==> config.mk <==
export PLATFORM = sky130hd
export DESIGN_NAME = grid_bbox_decode_filter
export DESIGN_NICKNAME = d
export VERILOG_FILES = /design/src/design/gbd_pkg.sv /design/src/design/gbd_cfg.sv /design/src/design/gbd_front.sv /design/src/design/gbd_queue.sv /design/src/design/gbd_back.sv /design/src/design/grid_bbox_decode_filter.sv
export VERILOG_INCLUDE_DIRS = /design/src /design/src/design
export SDC_FILE = /design/constraint.sdc
export NUM_CORES = 2
export LEC_CHECK = 0
export ABC_CLOCK_PERIOD_IN_PS = 17600
export BUFFER_PORTS_ARGS = -buffer_cell sky130_fd_sc_hd__buf_2
export CAP_MARGIN = 20
export CORE_ASPECT_RATIO = 0.8
export CORE_MARGIN = 2
export CORE_UTILIZATION = 40
export CTS_CLUSTER_DIAMETER = 150
export DETAILED_ROUTE_END_ITERATION = 7
export SYNTH_ARGS = -nofsm -noshare
export SYNTH_HDL_FRONTEND = slang
export SYNTH_SLANG_ARGS = --single-unit
export TNS_END_PERCENT = 5
==> constraint.sdc <==
create_clock -name i_clk -period 17.6 [get_ports i_clk]
set_clock_uncertainty 0.05 [all_clocks]
set_input_delay 1.76 -clock i_clk [delete_from_list [all_inputs] [get_ports i_clk]]
set_output_delay 1.76 -clock i_clk [all_outputs]
set_load 0.03 [all_outputs]
==> src/design/grid_bbox_decode_filter_assert.svh <==
// assertion macros for the grid box decoder
`ifndef GRID_BBOX_DECODE_FILTER_ASSERT_SVH
`define GRID_BBOX_DECODE_FILTER_ASSERT_SVH

`ifndef SYNTH
// same-cycle implication
`define GBD_ASSERT_IMP(lbl, clk, rst_n, ante, cons) \
    lbl: assert property (@(posedge clk) disable iff (!(rst_n)) (ante) |-> (cons)) \
        else $error("grid box decoder assertion failed");
// next-cycle implication
`define GBD_ASSERT_NXT(lbl, clk, rst_n, ante, cons) \
    lbl: assert property (@(posedge clk) disable iff (!(rst_n)) (ante) |=> (cons)) \
        else $error("grid box decoder assertion failed");
`else
`define GBD_ASSERT_IMP(lbl, clk, rst_n, ante, cons)
`define GBD_ASSERT_NXT(lbl, clk, rst_n, ante, cons)
`endif

`endif

==> src/design/gbd_pkg.sv <==
// shared types, constants and helpers of the grid box decoder
package gbd_pkg;

    localparam int NUM_CLASSES = 4;
    localparam int CLS_W       = 2;
    localparam int GRID_W      = 8;
    localparam int SIZE_W      = 13;
    localparam int CONF_W      = 16;
    localparam int OFS_W       = 16;
    localparam int COORD_W     = 16;
    localparam int DIM_W       = 17;
    localparam int PROD_W      = GRID_W + SIZE_W;
    localparam int CX_W        = PROD_W + 4;
    localparam int RAW_W       = CX_W + 1;
    localparam int SCL_W       = 22;
    localparam int D_W         = SCL_W - 8;
    localparam int CFG_IDX_W   = 3;
    localparam int CFG_DATA_W  = 16;

    localparam int QDEPTH      = 4;
    localparam int QPTR_W      = $clog2(QDEPTH);
    localparam int QCNT_W      = QPTR_W + 1;

    localparam int BOX_NORM    = 35;
    localparam int MAX_SIZE    = 4096;
    localparam logic [COORD_W-1:0] MAX_LIMIT = COORD_W'((MAX_SIZE - 1) * 16);

    localparam logic [SIZE_W-1:0] RST_WIDTH  = SIZE_W'(640);
    localparam logic [SIZE_W-1:0] RST_HEIGHT = SIZE_W'(480);
    localparam logic [SIZE_W-1:0] RST_STRIDE = SIZE_W'(16);
    localparam logic [CONF_W-1:0] RST_THR    = CONF_W'(26214);

    typedef enum logic [CFG_IDX_W-1:0] {
        REG_IMAGE_WIDTH  = 3'd0,
        REG_IMAGE_HEIGHT = 3'd1,
        REG_STRIDE_X     = 3'd2,
        REG_STRIDE_Y     = 3'd3,
        REG_THR0         = 3'd4,
        REG_THR1         = 3'd5,
        REG_THR2         = 3'd6,
        REG_THR3         = 3'd7
    } t_reg_idx;

    typedef struct packed {
        logic [SIZE_W-1:0]                   image_width;
        logic [SIZE_W-1:0]                   image_height;
        logic [SIZE_W-1:0]                   pitch_x;
        logic [SIZE_W-1:0]                   pitch_y;
        logic [NUM_CLASSES-1:0][CONF_W-1:0]  thr;
    } t_cfg;

    // kept cell after the front: reference point and scaled offsets
    typedef struct packed {
        logic [CLS_W-1:0]  cls;
        logic [CONF_W-1:0] conf;
        logic [CX_W-1:0]   cx;
        logic [CX_W-1:0]   cy;
        logic [D_W-1:0]    dx1;
        logic [D_W-1:0]    dy1;
        logic [D_W-1:0]    dx2;
        logic [D_W-1:0]    dy2;
    } t_cell;

    // floor((35*o + 128) / 256), an arithmetic shift of the rounded product
    function automatic logic [D_W-1:0] scale_offset(input logic [OFS_W-1:0] o);
        logic signed [SCL_W-1:0] t;
        t = SCL_W'($signed(o)) * SCL_W'(BOX_NORM) + SCL_W'(128);
        return t[SCL_W-1:8];
    endfunction

    // (size-1)*16 with size saturated to the largest image, zero for size zero
    function automatic logic [COORD_W-1:0] clip_limit(input logic [SIZE_W-1:0] size);
        logic [SIZE_W-1:0] m1;
        m1 = size - 1'b1;
        if (size == '0) begin
            return '0;
        end else if (size > SIZE_W'(MAX_SIZE)) begin
            return MAX_LIMIT;
        end
        return {m1[COORD_W-5:0], 4'b0000};
    endfunction

    function automatic logic [COORD_W-1:0] clip(input logic [RAW_W-1:0] raw,
                                                input logic [COORD_W-1:0] lim);
        if (raw[RAW_W-1]) begin
            return '0;
        end else if (raw[RAW_W-2:0] > (RAW_W-1)'(lim)) begin
            return lim;
        end
        return raw[COORD_W-1:0];
    endfunction

endpackage

==> src/design/gbd_cfg.sv <==
// configuration registers of the grid box decoder
module gbd_cfg (
    input  logic                          i_clk,
    input  logic                          i_rst_n,
    input  logic                          i_cfg_we,
    input  logic [gbd_pkg::CFG_IDX_W-1:0] i_cfg_index,
    input  logic [gbd_pkg::CFG_DATA_W-1:0] i_cfg_data,
    output gbd_pkg::t_cfg                 o_cfg
);
    import gbd_pkg::*;

    t_cfg r_cfg;

    always_ff @(posedge i_clk) begin
        if (!i_rst_n) begin
            r_cfg.image_width  <= RST_WIDTH;
            r_cfg.image_height <= RST_HEIGHT;
            r_cfg.pitch_x      <= RST_STRIDE;
            r_cfg.pitch_y      <= RST_STRIDE;
            r_cfg.thr          <= {NUM_CLASSES{RST_THR}};
        end else if (i_cfg_we) begin
            case (t_reg_idx'(i_cfg_index))
                REG_IMAGE_WIDTH:  r_cfg.image_width  <= i_cfg_data[SIZE_W-1:0];
                REG_IMAGE_HEIGHT: r_cfg.image_height <= i_cfg_data[SIZE_W-1:0];
                REG_STRIDE_X:     r_cfg.pitch_x      <= i_cfg_data[SIZE_W-1:0];
                REG_STRIDE_Y:     r_cfg.pitch_y      <= i_cfg_data[SIZE_W-1:0];
                REG_THR0:         r_cfg.thr[0]       <= i_cfg_data[CONF_W-1:0];
                REG_THR1:         r_cfg.thr[1]       <= i_cfg_data[CONF_W-1:0];
                REG_THR2:         r_cfg.thr[2]       <= i_cfg_data[CONF_W-1:0];
                REG_THR3:         r_cfg.thr[3]       <= i_cfg_data[CONF_W-1:0];
                default:          ;
            endcase
        end
    end

    assign o_cfg = r_cfg;

endmodule

==> src/design/gbd_front.sv <==
// front end: threshold test, reference point and offset scaling
module gbd_front (
    input  logic                        i_valid,
    input  logic                        i_space,
    input  logic [gbd_pkg::CLS_W-1:0]   i_class_id,
    input  logic [gbd_pkg::GRID_W-1:0]  i_cell_col,
    input  logic [gbd_pkg::GRID_W-1:0]  i_cell_row,
    input  logic [gbd_pkg::CONF_W-1:0]  i_confidence,
    input  logic [gbd_pkg::OFS_W-1:0]   i_offset_x1,
    input  logic [gbd_pkg::OFS_W-1:0]   i_offset_y1,
    input  logic [gbd_pkg::OFS_W-1:0]   i_offset_x2,
    input  logic [gbd_pkg::OFS_W-1:0]   i_offset_y2,
    input  gbd_pkg::t_cfg               i_cfg,
    output logic                        o_ready,
    output logic                        o_push,
    output gbd_pkg::t_cell              o_cell
);
    import gbd_pkg::*;

    logic              keep;
    logic [PROD_W-1:0] prod_x;
    logic [PROD_W-1:0] prod_y;

    // class and grid fields are narrow enough that every code is in range
    assign keep   = i_confidence >= i_cfg.thr[i_class_id];
    assign prod_x = PROD_W'(i_cell_col) * PROD_W'(i_cfg.pitch_x);
    assign prod_y = PROD_W'(i_cell_row) * PROD_W'(i_cfg.pitch_y);

    assign o_ready = i_space;
    assign o_push  = i_valid && i_space && keep;

    always_comb begin
        o_cell.cls  = i_class_id;
        o_cell.conf = i_confidence;
        o_cell.cx   = {prod_x, 4'b1000};
        o_cell.cy   = {prod_y, 4'b1000};
        o_cell.dx1  = scale_offset(i_offset_x1);
        o_cell.dy1  = scale_offset(i_offset_y1);
        o_cell.dx2  = scale_offset(i_offset_x2);
        o_cell.dy2  = scale_offset(i_offset_y2);
    end

endmodule

==> src/design/gbd_queue.sv <==
// short queue between front and back
module gbd_queue (
    input  logic           i_clk,
    input  logic           i_rst_n,
    input  logic           i_push,
    input  gbd_pkg::t_cell i_cell,
    input  logic           i_pop,
    output logic           o_space,
    output logic           o_valid,
    output gbd_pkg::t_cell o_cell
);
    import gbd_pkg::*;

    t_cell              r_mem [QDEPTH];
    logic [QPTR_W-1:0]  r_wr_ptr;
    logic [QPTR_W-1:0]  r_rd_ptr;
    logic [QCNT_W-1:0]  r_count;
    logic [QCNT_W-1:0]  n_count;

    assign o_space = r_count != QCNT_W'(QDEPTH);
    assign o_valid = r_count != '0;
    assign o_cell  = r_mem[r_rd_ptr];

    always_comb begin
        n_count = r_count;
        if (i_push && !i_pop) begin
            n_count = r_count + 1'b1;
        end else if (!i_push && i_pop) begin
            n_count = r_count - 1'b1;
        end
    end

    always_ff @(posedge i_clk) begin
        if (i_push) begin
            r_mem[r_wr_ptr] <= i_cell;
        end
    end

    // depth is a power of two, pointers wrap on their own
    always_ff @(posedge i_clk) begin
        if (!i_rst_n) begin
            r_wr_ptr <= '0;
            r_rd_ptr <= '0;
            r_count  <= '0;
        end else begin
            if (i_push) begin
                r_wr_ptr <= r_wr_ptr + 1'b1;
            end
            if (i_pop) begin
                r_rd_ptr <= r_rd_ptr + 1'b1;
            end
            r_count <= n_count;
        end
    end

endmodule

==> src/design/gbd_back.sv <==
// back end: edge decode, clipping, empty box test and output register
`include "grid_bbox_decode_filter_assert.svh"
module gbd_back (
    input  logic                        i_clk,
    input  logic                        i_rst_n,
    input  gbd_pkg::t_cfg               i_cfg,
    input  logic                        i_q_valid,
    input  gbd_pkg::t_cell              i_q_cell,
    output logic                        o_q_pop,
    output logic                        o_valid,
    input  logic                        i_ready,
    output logic [gbd_pkg::CLS_W-1:0]   o_det_class,
    output logic [gbd_pkg::CONF_W-1:0]  o_det_confidence,
    output logic [gbd_pkg::COORD_W-1:0] o_box_left,
    output logic [gbd_pkg::COORD_W-1:0] o_box_top,
    output logic [gbd_pkg::DIM_W-1:0]   o_box_width,
    output logic [gbd_pkg::DIM_W-1:0]   o_box_height
);
    import gbd_pkg::*;

    logic [COORD_W-1:0] lim_x;
    logic [COORD_W-1:0] lim_y;
    logic [RAW_W-1:0]   raw_l, raw_t, raw_r, raw_b;
    logic               a_adv;
    logic               b_take;
    logic               box_ok;

    // clip stage
    logic               r_a_valid;
    logic [CLS_W-1:0]   r_a_cls;
    logic [CONF_W-1:0]  r_a_conf;
    logic [COORD_W-1:0] r_a_left, r_a_top, r_a_right, r_a_bottom;

    // output register
    logic               r_o_valid;
    logic [CLS_W-1:0]   r_o_cls;
    logic [CONF_W-1:0]  r_o_conf;
    logic [COORD_W-1:0] r_o_left, r_o_top;
    logic [DIM_W-1:0]   r_o_width, r_o_height;

    assign lim_x = clip_limit(i_cfg.image_width);
    assign lim_y = clip_limit(i_cfg.image_height);

    assign raw_l = {1'b0, i_q_cell.cx} - {{(RAW_W-D_W){i_q_cell.dx1[D_W-1]}}, i_q_cell.dx1};
    assign raw_t = {1'b0, i_q_cell.cy} - {{(RAW_W-D_W){i_q_cell.dy1[D_W-1]}}, i_q_cell.dy1};
    assign raw_r = {1'b0, i_q_cell.cx} + {{(RAW_W-D_W){i_q_cell.dx2[D_W-1]}}, i_q_cell.dx2};
    assign raw_b = {1'b0, i_q_cell.cy} + {{(RAW_W-D_W){i_q_cell.dy2[D_W-1]}}, i_q_cell.dy2};

    assign b_take  = !r_o_valid || i_ready;
    assign a_adv   = !r_a_valid || b_take;
    assign o_q_pop = i_q_valid && a_adv;
    assign box_ok  = (r_a_right > r_a_left) && (r_a_bottom > r_a_top);

    always_ff @(posedge i_clk) begin
        if (o_q_pop) begin
            r_a_cls    <= i_q_cell.cls;
            r_a_conf   <= i_q_cell.conf;
            r_a_left   <= clip(raw_l, lim_x);
            r_a_top    <= clip(raw_t, lim_y);
            r_a_right  <= clip(raw_r, lim_x);
            r_a_bottom <= clip(raw_b, lim_y);
        end
        if (b_take) begin
            r_o_cls    <= r_a_cls;
            r_o_conf   <= r_a_conf;
            r_o_left   <= r_a_left;
            r_o_top    <= r_a_top;
            r_o_width  <= {1'b0, r_a_right} - {1'b0, r_a_left} + DIM_W'(16);
            r_o_height <= {1'b0, r_a_bottom} - {1'b0, r_a_top} + DIM_W'(16);
        end
    end

    always_ff @(posedge i_clk) begin
        if (!i_rst_n) begin
            r_a_valid <= 1'b0;
            r_o_valid <= 1'b0;
        end else begin
            if (a_adv) begin
                r_a_valid <= i_q_valid;
            end
            if (b_take) begin
                r_o_valid <= r_a_valid && box_ok;
            end
        end
    end

    assign o_valid          = r_o_valid;
    assign o_det_class      = r_o_cls;
    assign o_det_confidence = r_o_conf;
    assign o_box_left       = r_o_left;
    assign o_box_top        = r_o_top;
    assign o_box_width      = r_o_width;
    assign o_box_height     = r_o_height;

    // an emitted box always has area
    `GBD_ASSERT_IMP(a_box_area, i_clk, i_rst_n, r_o_valid, (r_o_width > DIM_W'(16)) && (r_o_height > DIM_W'(16)))
    // a stalled clip stage keeps its item
    `GBD_ASSERT_NXT(a_clip_hold, i_clk, i_rst_n, r_a_valid && !b_take, r_a_valid && $stable(r_a_left) && $stable(r_a_bottom))
    // clipped edges stay inside the image
    `GBD_ASSERT_IMP(a_clip_range, i_clk, i_rst_n, r_a_valid, (r_a_right <= lim_x) && (r_a_bottom <= lim_y))

endmodule

==> src/design/grid_bbox_decode_filter.sv <==
// top level of the grid box decoder and confidence filter
//
//  channel   handshake           payload
//  -------   -----------------   ----------------------------------------------
//  cell in   i_valid / o_ready   class, column, row, confidence, four offsets
//  box out   o_valid / i_ready   class, confidence, left, top, width, height
//  config    i_cfg_we            i_cfg_index, i_cfg_data (write only)
//
// one cell is taken every clock while the queue has room; the throughput is set
// by the combinational front (one 8x13 multiply per axis) feeding the queue
// a kept cell goes from the queue to the clip stage and then to the output register;
// dropped cells leave no trace
// reset is synchronous, active low, and loads the register reset values
// an output stall backs up the two back stages, then the queue; o_ready falls
// only once the queue is full
module grid_bbox_decode_filter (
    input  logic                          i_clk,
    input  logic                          i_rst_n,
    // configuration writes
    input  logic                          i_cfg_we,
    input  logic [gbd_pkg::CFG_IDX_W-1:0] i_cfg_index,
    input  logic [gbd_pkg::CFG_DATA_W-1:0] i_cfg_data,
    // grid cell input
    input  logic                          i_valid,
    output logic                          o_ready,
    input  logic [gbd_pkg::CLS_W-1:0]     i_class_id,
    input  logic [gbd_pkg::GRID_W-1:0]    i_cell_col,
    input  logic [gbd_pkg::GRID_W-1:0]    i_cell_row,
    input  logic [gbd_pkg::CONF_W-1:0]    i_confidence,
    input  logic [gbd_pkg::OFS_W-1:0]     i_offset_x1,
    input  logic [gbd_pkg::OFS_W-1:0]     i_offset_y1,
    input  logic [gbd_pkg::OFS_W-1:0]     i_offset_x2,
    input  logic [gbd_pkg::OFS_W-1:0]     i_offset_y2,
    // detection output
    output logic                          o_valid,
    input  logic                          i_ready,
    output logic [gbd_pkg::CLS_W-1:0]     o_det_class,
    output logic [gbd_pkg::CONF_W-1:0]    o_det_confidence,
    output logic [gbd_pkg::COORD_W-1:0]   o_box_left,
    output logic [gbd_pkg::COORD_W-1:0]   o_box_top,
    output logic [gbd_pkg::DIM_W-1:0]     o_box_width,
    output logic [gbd_pkg::DIM_W-1:0]     o_box_height
);
    import gbd_pkg::*;

    t_cfg  cfg;
    t_cell front_cell;
    t_cell q_cell;
    logic  q_space;
    logic  q_push;
    logic  q_valid;
    logic  q_pop;

    // register file; the user must keep it static while cells flow, the block does not enforce it
    gbd_cfg u_cfg (
        .i_clk       (i_clk),
        .i_rst_n     (i_rst_n),
        .i_cfg_we    (i_cfg_we),
        .i_cfg_index (i_cfg_index),
        .i_cfg_data  (i_cfg_data),
        .o_cfg       (cfg)
    );

    // threshold test and reference point; only kept cells enter the queue
    gbd_front u_front (
        .i_valid      (i_valid),
        .i_space      (q_space),
        .i_class_id   (i_class_id),
        .i_cell_col   (i_cell_col),
        .i_cell_row   (i_cell_row),
        .i_confidence (i_confidence),
        .i_offset_x1  (i_offset_x1),
        .i_offset_y1  (i_offset_y1),
        .i_offset_x2  (i_offset_x2),
        .i_offset_y2  (i_offset_y2),
        .i_cfg        (cfg),
        .o_ready      (o_ready),
        .o_push       (q_push),
        .o_cell       (front_cell)
    );

    // decouples the input side from output stalls
    gbd_queue u_queue (
        .i_clk   (i_clk),
        .i_rst_n (i_rst_n),
        .i_push  (q_push),
        .i_cell  (front_cell),
        .i_pop   (q_pop),
        .o_space (q_space),
        .o_valid (q_valid),
        .o_cell  (q_cell)
    );

    // edge decode, clip, empty box drop, output register
    gbd_back u_back (
        .i_clk            (i_clk),
        .i_rst_n          (i_rst_n),
        .i_cfg            (cfg),
        .i_q_valid        (q_valid),
        .i_q_cell         (q_cell),
        .o_q_pop          (q_pop),
        .o_valid          (o_valid),
        .i_ready          (i_ready),
        .o_det_class      (o_det_class),
        .o_det_confidence (o_det_confidence),
        .o_box_left       (o_box_left),
        .o_box_top        (o_box_top),
        .o_box_width      (o_box_width),
        .o_box_height     (o_box_height)
    );

endmodule
After elaboration in Yosys (flattened, before gate mapping)

Memories as Yosys holds them, arrays and structs flattened. A register that Yosys moved wholly into a read port is not among the register bits.
Cells that the tools add are included.

Order comparisons: 10
Equal/unequal tests: 8
Reductions and logical operators: 26
Add/subtract/negate cells: 18
Multipliers: 6
Muxes and demuxes: 42

Operators by type and width:

| cell                                               | count |
|---|---|
| 2-to-1 mux 16 bit                                  | 19 |
| > comparator 25 x 16 -> 1 bit                      | 4 |
| adder 22 x 9 -> 22 bit, second input constant      | 4 |
| multiplier 16 x 7 -> 22 bit, second input constant | 4 |
| adder 25 x 26 -> 26 bit                            | 2 |
| subtractor 25 x 26 -> 26 bit                       | 2 |
| multiplier 8 x 13 -> 21 bit                        | 2 |
| adder 17 x 5 -> 17 bit, second input constant      | 2 |
| subtractor 16 x 16 -> 17 bit                       | 2 |
| binary-select mux 16 bit (select 2 bit)            | 1 |
| > comparator 16 bit                                | 2 |
| > comparator 13 bit, second input constant         | 2 |
| logical NOT 13 bit                                 | 2 |
| subtractor 12 x 1 -> 12 bit, second input constant | 2 |
| 2-to-1 mux 1 bit                                   | 18 |
| greater-or-equal comparator 16 bit                 | 1 |
| AND reduction 2 bit                                | 8 |
| == test 3 bit, second input constant               | 4 |
| logical AND 1 bit                                  | 7 |
| == test 3 x 2 -> 1 bit, second input constant      | 2 |
| 2-to-1 mux 3 bit                                   | 2 |
| adder 2 x 1 -> 2 bit, second input constant        | 2 |
| logical NOT 1 bit                                  | 4 |
| 2-to-1 mux 2 bit                                   | 2 |
| other kinds (9)                                    | 10 |

Flip-flop bits (word level): 291
Memories: 1
Output and inout port bits: 86
Input bits: 122
Memory bits (writable): 464

Memories:

| name          | depth | bits a word | rd ports | clocked after memory_dff | wr ports | line            | RTL |
|---|---|---|---|---|---|---|---|
| u_queue.r_mem | 4     | 116         | 1        | 1                        | 1        | gbd_queue.sv:14 | `t_cell r_mem [QDEPTH];` |

Longest topological paths before layout

Depth in word-level cells: 9
Depth in mapped cells: 28
Depth with buffers taken out: 24

Cells and area by module

A second synthesis with hierarchy kept.

Cell total of the unflattened synthesis: 4377
Area total of the unflattened synthesis: 52098.7 um2

By module, submodules not included:

| module    | instances | area an instance (um2) | cells an instance |
|---|---|---|---|
| gbd_queue | 1         | 18316.3                | 692 |
| gbd_back  | 1         | 15300.9                | 1623 |
| gbd_front | 1         | 14092.3                | 1649 |
| gbd_cfg   | 1         | 4389.2                 | 413 |

Worst setup path after synthesis

OpenSTA, ideal clock, no wires.

Path type: input to register
Start point: in i_class_id[0] (netlist bit)
End point: mem u_queue.r_mem[0][0] (netlist bit), enable pin
Arrival: 7214 ps
Setup time: 489 ps
Slack: 9848 ps
Data required time: 17061 ps
Path buffers: 2
Stages: 15
Path through: clkbuf_1 -> buf_1 -> mux4_2 -> ha_1 -> nand2b_1 -> a21o_1 -> a21o_1 -> a21o_1 -> a21o_1 -> a21o_1 -> a21oi_1 -> o21ai_0 -> nand4_1 -> nand2_1 -> and2_1

Longest elaborated chain between the ends: 6

RTL lines:

| what                                    | line                          | RTL |
|---|---|---|
| from (decl)                             | grid_bbox_decode_filter.sv:26 | `input logic [gbd_pkg::CLS_W-1:0] i_class_id,` |
| binary-select mux 16 bit (select 2 bit) | gbd_front.sv:25               | `assign keep = i_confidence >= i_cfg.thr[i_class_id];` |
| 2-to-1 mux 16 bit (not written as such) | gbd_front.sv:25               |  |
| greater-or-equal comparator 16 bit      | gbd_front.sv:25               |  |
| logical AND 1 bit                       | gbd_front.sv:30               | `assign o_push = i_valid && i_space && keep;` |
| net q_push                              | grid_bbox_decode_filter.sv:50 | `logic q_push;` |
| 2-to-1 mux 1 bit                        | gbd_queue.sv:34               | `if (i_push) begin` |
| 2-to-1 mux 1 bit (not written as such)  | gbd_queue.sv:35               | `r_mem[r_wr_ptr] <= i_cell;` |
| to (decl)                               | gbd_queue.sv:14               |  |

The timed path passes the listed nets, and every way through them passes these cells. The select of a mux whose other input is x is not followed.

==> qor_table.md <==
| Group | Quantity | This run |
| --- | --- | --- |
| routing | Initial drt markers | 2051 |
| worst setup path | Cell breakdown of the critical path | buf_4 > mux4_2 > ha_1 > a21o_1 > a21o_1 > a211oi_1 > a311oi_1 > o22ai_1 > xnor2_1 > ha_1 > a2111oi_0 > o21ai_0 > o211ai_1 > o2111ai_1 > or4_1 > nor4_2 > o211a_1 > mux2i_1 > nor2_1 |
| die | Count of standard-cell rows | 114 |
| die | Die footprint | 0.1256 sq mm |
| global route | All-Layer GR Usage | 0.1818 |
| place | Placed cells | 5992 |
| yosys | Number of flops mapped to enable cells by yosys | 630 |
| place | Hpwl dp | 85140 microns |
| die | Die extent in x | 395.8 microns |
| place | Number of port buffers | 207 |
| clocking | Clock root cell | clkbuf_16 |
| routing | Via total after detailed routing | 31688 |
| yosys | Synthesized area | 0.04912 sq mm |
| die | Die boundary height | 317.4 microns |
| die | Placeable core region | 0.1214 sq mm |
| routing | Highest routing layer actually used | met5 |
| timing | Worst slack on hold paths | 0.3679 ns |
| place | Placed instance area | 0.05187 sq mm |
| routing | Detail Route met3 WL | 5281 microns |
| worst setup path | Reg-to-Reg End | u_back.r_a_left[14] |
| clocking | Count of instances resized after the clock tree is built | 0 |
| yosys | Number of distinct library cell variants in the gate-level netlist after synthesis | 83 |
| routing | Drt first pass iters | 8 |
| yosys | Post-synthesis net count | 5095 |
| clocking | Maximum count of clock buffers along a single path | 3 |
| worst setup path | Required time at the endpoint of the critical path | 17.91 ns |
| power | Peak supply drop | 0.08454 mV |
| place | Last weighted congestion value of the routability-driven placer | 0.8976 |
| routing | Total detailed-routing wirelength | 114000 microns |
| yosys | Syn. warnings | 0 |
| finish | Synthesis-to-layout area growth | 11.22% |
| hold path | Class of the worst hold path | reg -> reg |
| yosys | Cell type with the highest aggregate area in the netlist | edfxtp_1 |
| finish | Fill cells | 11087 |
| clocking | Hold-fix buffers, CTS | 0 |
| timing | FMAX | 137.1 MHz |
| yosys | Dominant register cell in the synthesized netlist | edfxtp_1 |
| finish | Post-layout instance area | 0.05463 sq mm |
| global route | Vias in the first global route | 31607 |
| clocking | Sink Count | 757 |
| finish | Final layout net count | 5286 |
| routing | Wl on met1 | 55910 microns |
| timing | Final Slew Violations | 0 |
| worst setup path | Number of cells traversed by the worst register-to-register path | 19 |
| worst setup path | Critical path buffers and inverters | 1 |
| worst setup path | CP delay by family, top | compound AO/OA/AOI/OAI gates |
| routing | Detailed route wirelength on metal2 | 50680 microns |
| clocking | Number of clock buffers inserted by TritonCTS | 80 |
| global route | Largest net degree at the start of global routing | 80 |
| worst setup path | Largest fanout on the critical path | 67 |
| worst setup path | Critical-path top delay cell | buf_4 |
| routing | Detailed-route wire length per cell | 18.55 microns |
| power | Leakage power total | 22.89 nW |
| timing | Min Tclk post-route | 7.296 ns |
| yosys | Post-synthesis area per instance | 11.53 sq um |
| global route | Number of antenna violations at the first check in global routing | 7 |
| yosys | Most frequent cell after synthesis | edfxtp_1 |
| timing | Total count of hold-check failures in the final report | 0 |
| die | Starting density of the core | 0.4046 |
| timing | Rel. slew slack | 0.2765 |
| worst setup path | Critical path destination | u_back.r_a_left[14] |
| yosys | Portion of the post-synthesis area used by sequential elements | 0.4369 |
| power | Final Power | 9.215 mW |
| yosys | Async set or reset register ratio after synthesis | 0 |
| run | # Max-Cap Violations | 0 |
| yosys | Synth cell count leaders | edfxtp_1, ha_1, inv_1, nand2_1, a21oi_1 |
| worst setup path | Peak per-stage delay on the critical path | 0.89 ns |
| outcome | Status | finished, final reports clean |
| worst setup path | Internal reg-to-reg setup slack | 10.30 ns |
| worst setup path | Data arrival, critical path | 7.60 ns |
| worst setup path | Type of the worst setup path | reg -> reg |
| worst setup path | Worst path depth | 19 |
| timing | Setup total negative slack | 0 ns |
| clocking | Clock transition at the register clock pins on the worst setup and hold paths after CTS | 0.06 ns |
| clocking | Clk_lat worst skew | 0.67 ns |
| clocking | CTS tree | built |
| finish | Number of standard cells in the layout, taps in and fillers out | 6145 |
| worst setup path | Critical Path End Type | flip-flop |
| yosys | Synthesized instance count | 4261 |
| worst setup path | Startpoint class of the critical path | flip-flop |
| timing | Total of endpoints with negative setup slack in the final report | 0 |
| timing | Final clock period utilization by the worst path | 0.4145 |
| timing | Tightest Pin Transition | 1.080 ns |
| timing | Unrepaired setup endpoints after global routing | false |
| routing | Post-route DRC violation count | 0 |
| routing | Number of nets with antenna violations after routing | 0 |
| power | Power Density | 168.7 mW/mm^2 |
| die | Number of top-level design ports | 208 |
| global route | Global-route wire length before repair | 180300 microns |
| routing | Via-per-instance ratio | 5.157 |
| yosys | Proportion of netlist area held by the largest area contributor | 0.3852 |
| clocking | Deepest level of the CTS H-tree | 3 |
| global route | Grt ovf | 0 |
| finish | Share of final-layout standard cells stronger than drive strength 1 | 0.1164 |
| clocking | Post-CTS Repair Setup Buffers | 0 |
| yosys | Ranking of synthesized cells by area | edfxtp_1, ha_1, fa_1 |
| yosys | FF+latch count, synth | 757 |
-- routing by layer --
| layer | vias to the layer above | track usage |
|---|---|---|
| met5 | - | 0 |
| li1 | 15430 | - |
| met2 | 708 | 0.2832 |
| met1 | 15422 | 0.2722 |
| met4 | 2 | 0.03692 |
| met3 | 126 | 0.02243 |
-- logic make-up after synthesis --
logic type / share of synthesized area
AO/OA/AOI/OAI: 0.08516
XOR/XNOR: 0.03796
adder cells (fa/ha/maj): 0.2112
buffers and inverters: 0.04965
flip-flops: 0.4369
multiplexers: 0.06993
AND/OR/NAND/NOR: 0.1092
-- final cells by class --
| class | count | area, sq um | area share |
|---|---|---|---|
| multi-input combinational | 2874 | 25250 | 0.4622 |
| sequential | 757 | 21470 | 0.3930 |
| clock buffer | 93 | 2061 | 0.03772 |
| tap | 1624 | 2032 | 0.03719 |
| inverter | 508 | 1909 | 0.03495 |
| timing repair buffer | 231 | 1227 | 0.02247 |
| clock inverter | 54 | 670.6 | 0.01228 |
| antenna | 4 | 10.01 | 0.0001832 |
-- metrics by stage --
stage                       util  setup slack [ns]
after detailed placement  0.4273             10.26
after global routing      0.4500             9.760
after global placement    0.4272             10.33
final                     0.4501             10.30
after CTS                 0.4498             10.24
after floorplan                -             9.848
-- flip-flops by register name (all words and copies together) (netlist names), named ones only --
| signal | flops |
|---|---|
| u_queue.r_mem | 464 |
| u_back.r_a_cls | 2 |
| u_back.o_box_top | 16 |
| u_back.o_valid | 1 |
| u_queue.r_rd_ptr | 2 |
| u_back.r_a_top | 16 |
| u_queue.r_count | 3 |
| u_back.r_a_valid | 1 |
| u_back.o_box_left | 16 |
| u_back.o_det_class | 2 |
| u_queue.r_wr_ptr | 2 |
| u_back.o_det_confidence | 16 |
| u_back.r_a_left | 16 |
| u_back.r_a_conf | 16 |
| u_back.r_a_bottom | 16 |
| u_back.r_a_right | 16 |
| u_back.o_box_height | 17 |
| u_cfg.o_cfg | 116 |
| u_back.o_box_width | 17 |
-- worst min-delay path by stage --
stage                             start                          end  slack (ns)  depth (start not counted)
floorplan             u_back.r_a_cls[0]        u_back.o_det_class[0]        0.35                          0
CTS                  u_back.r_a_conf[1]   u_back.o_det_confidence[1]        0.37                          0
global placement      u_back.r_a_cls[1]        u_back.o_det_class[1]        0.35                          0
global route         u_back.r_a_conf[1]   u_back.o_det_confidence[1]        0.37                          0
detailed placement   u_back.r_a_conf[1]   u_back.o_det_confidence[1]        0.35                          0
finish              u_back.r_a_conf[13]  u_back.o_det_confidence[13]        0.37                          0
-- cell usage in the layout, fill, tap and decap left out, drive strengths merged, types with 33 or more instances in the layout --
master  instances
mux4          132
a21o           81
buf           231
clkbuf         93
o21ai         125
dfxtp         127
xnor2         162
edfxtp        630
ha            517
inv           516
fa            195
a21oi         231
nand2b         37
nor2          204
nand2         413
nand3          70
mux2i          33
and2          192
o21a           40
nor3           52
xor2           50
nor2b          33
-- report_power, final --
part / switching, mW / total [mW] / internal (mW)
logic: 2.90 / 4.81 / 1.91
clock network: 0.733 / 1.72 / 0.992
registers: 0.172 / 2.68 / 2.51
total: 3.81 / 9.21 / 5.41
No activity file was read; power rests on OpenSTA's default activity.
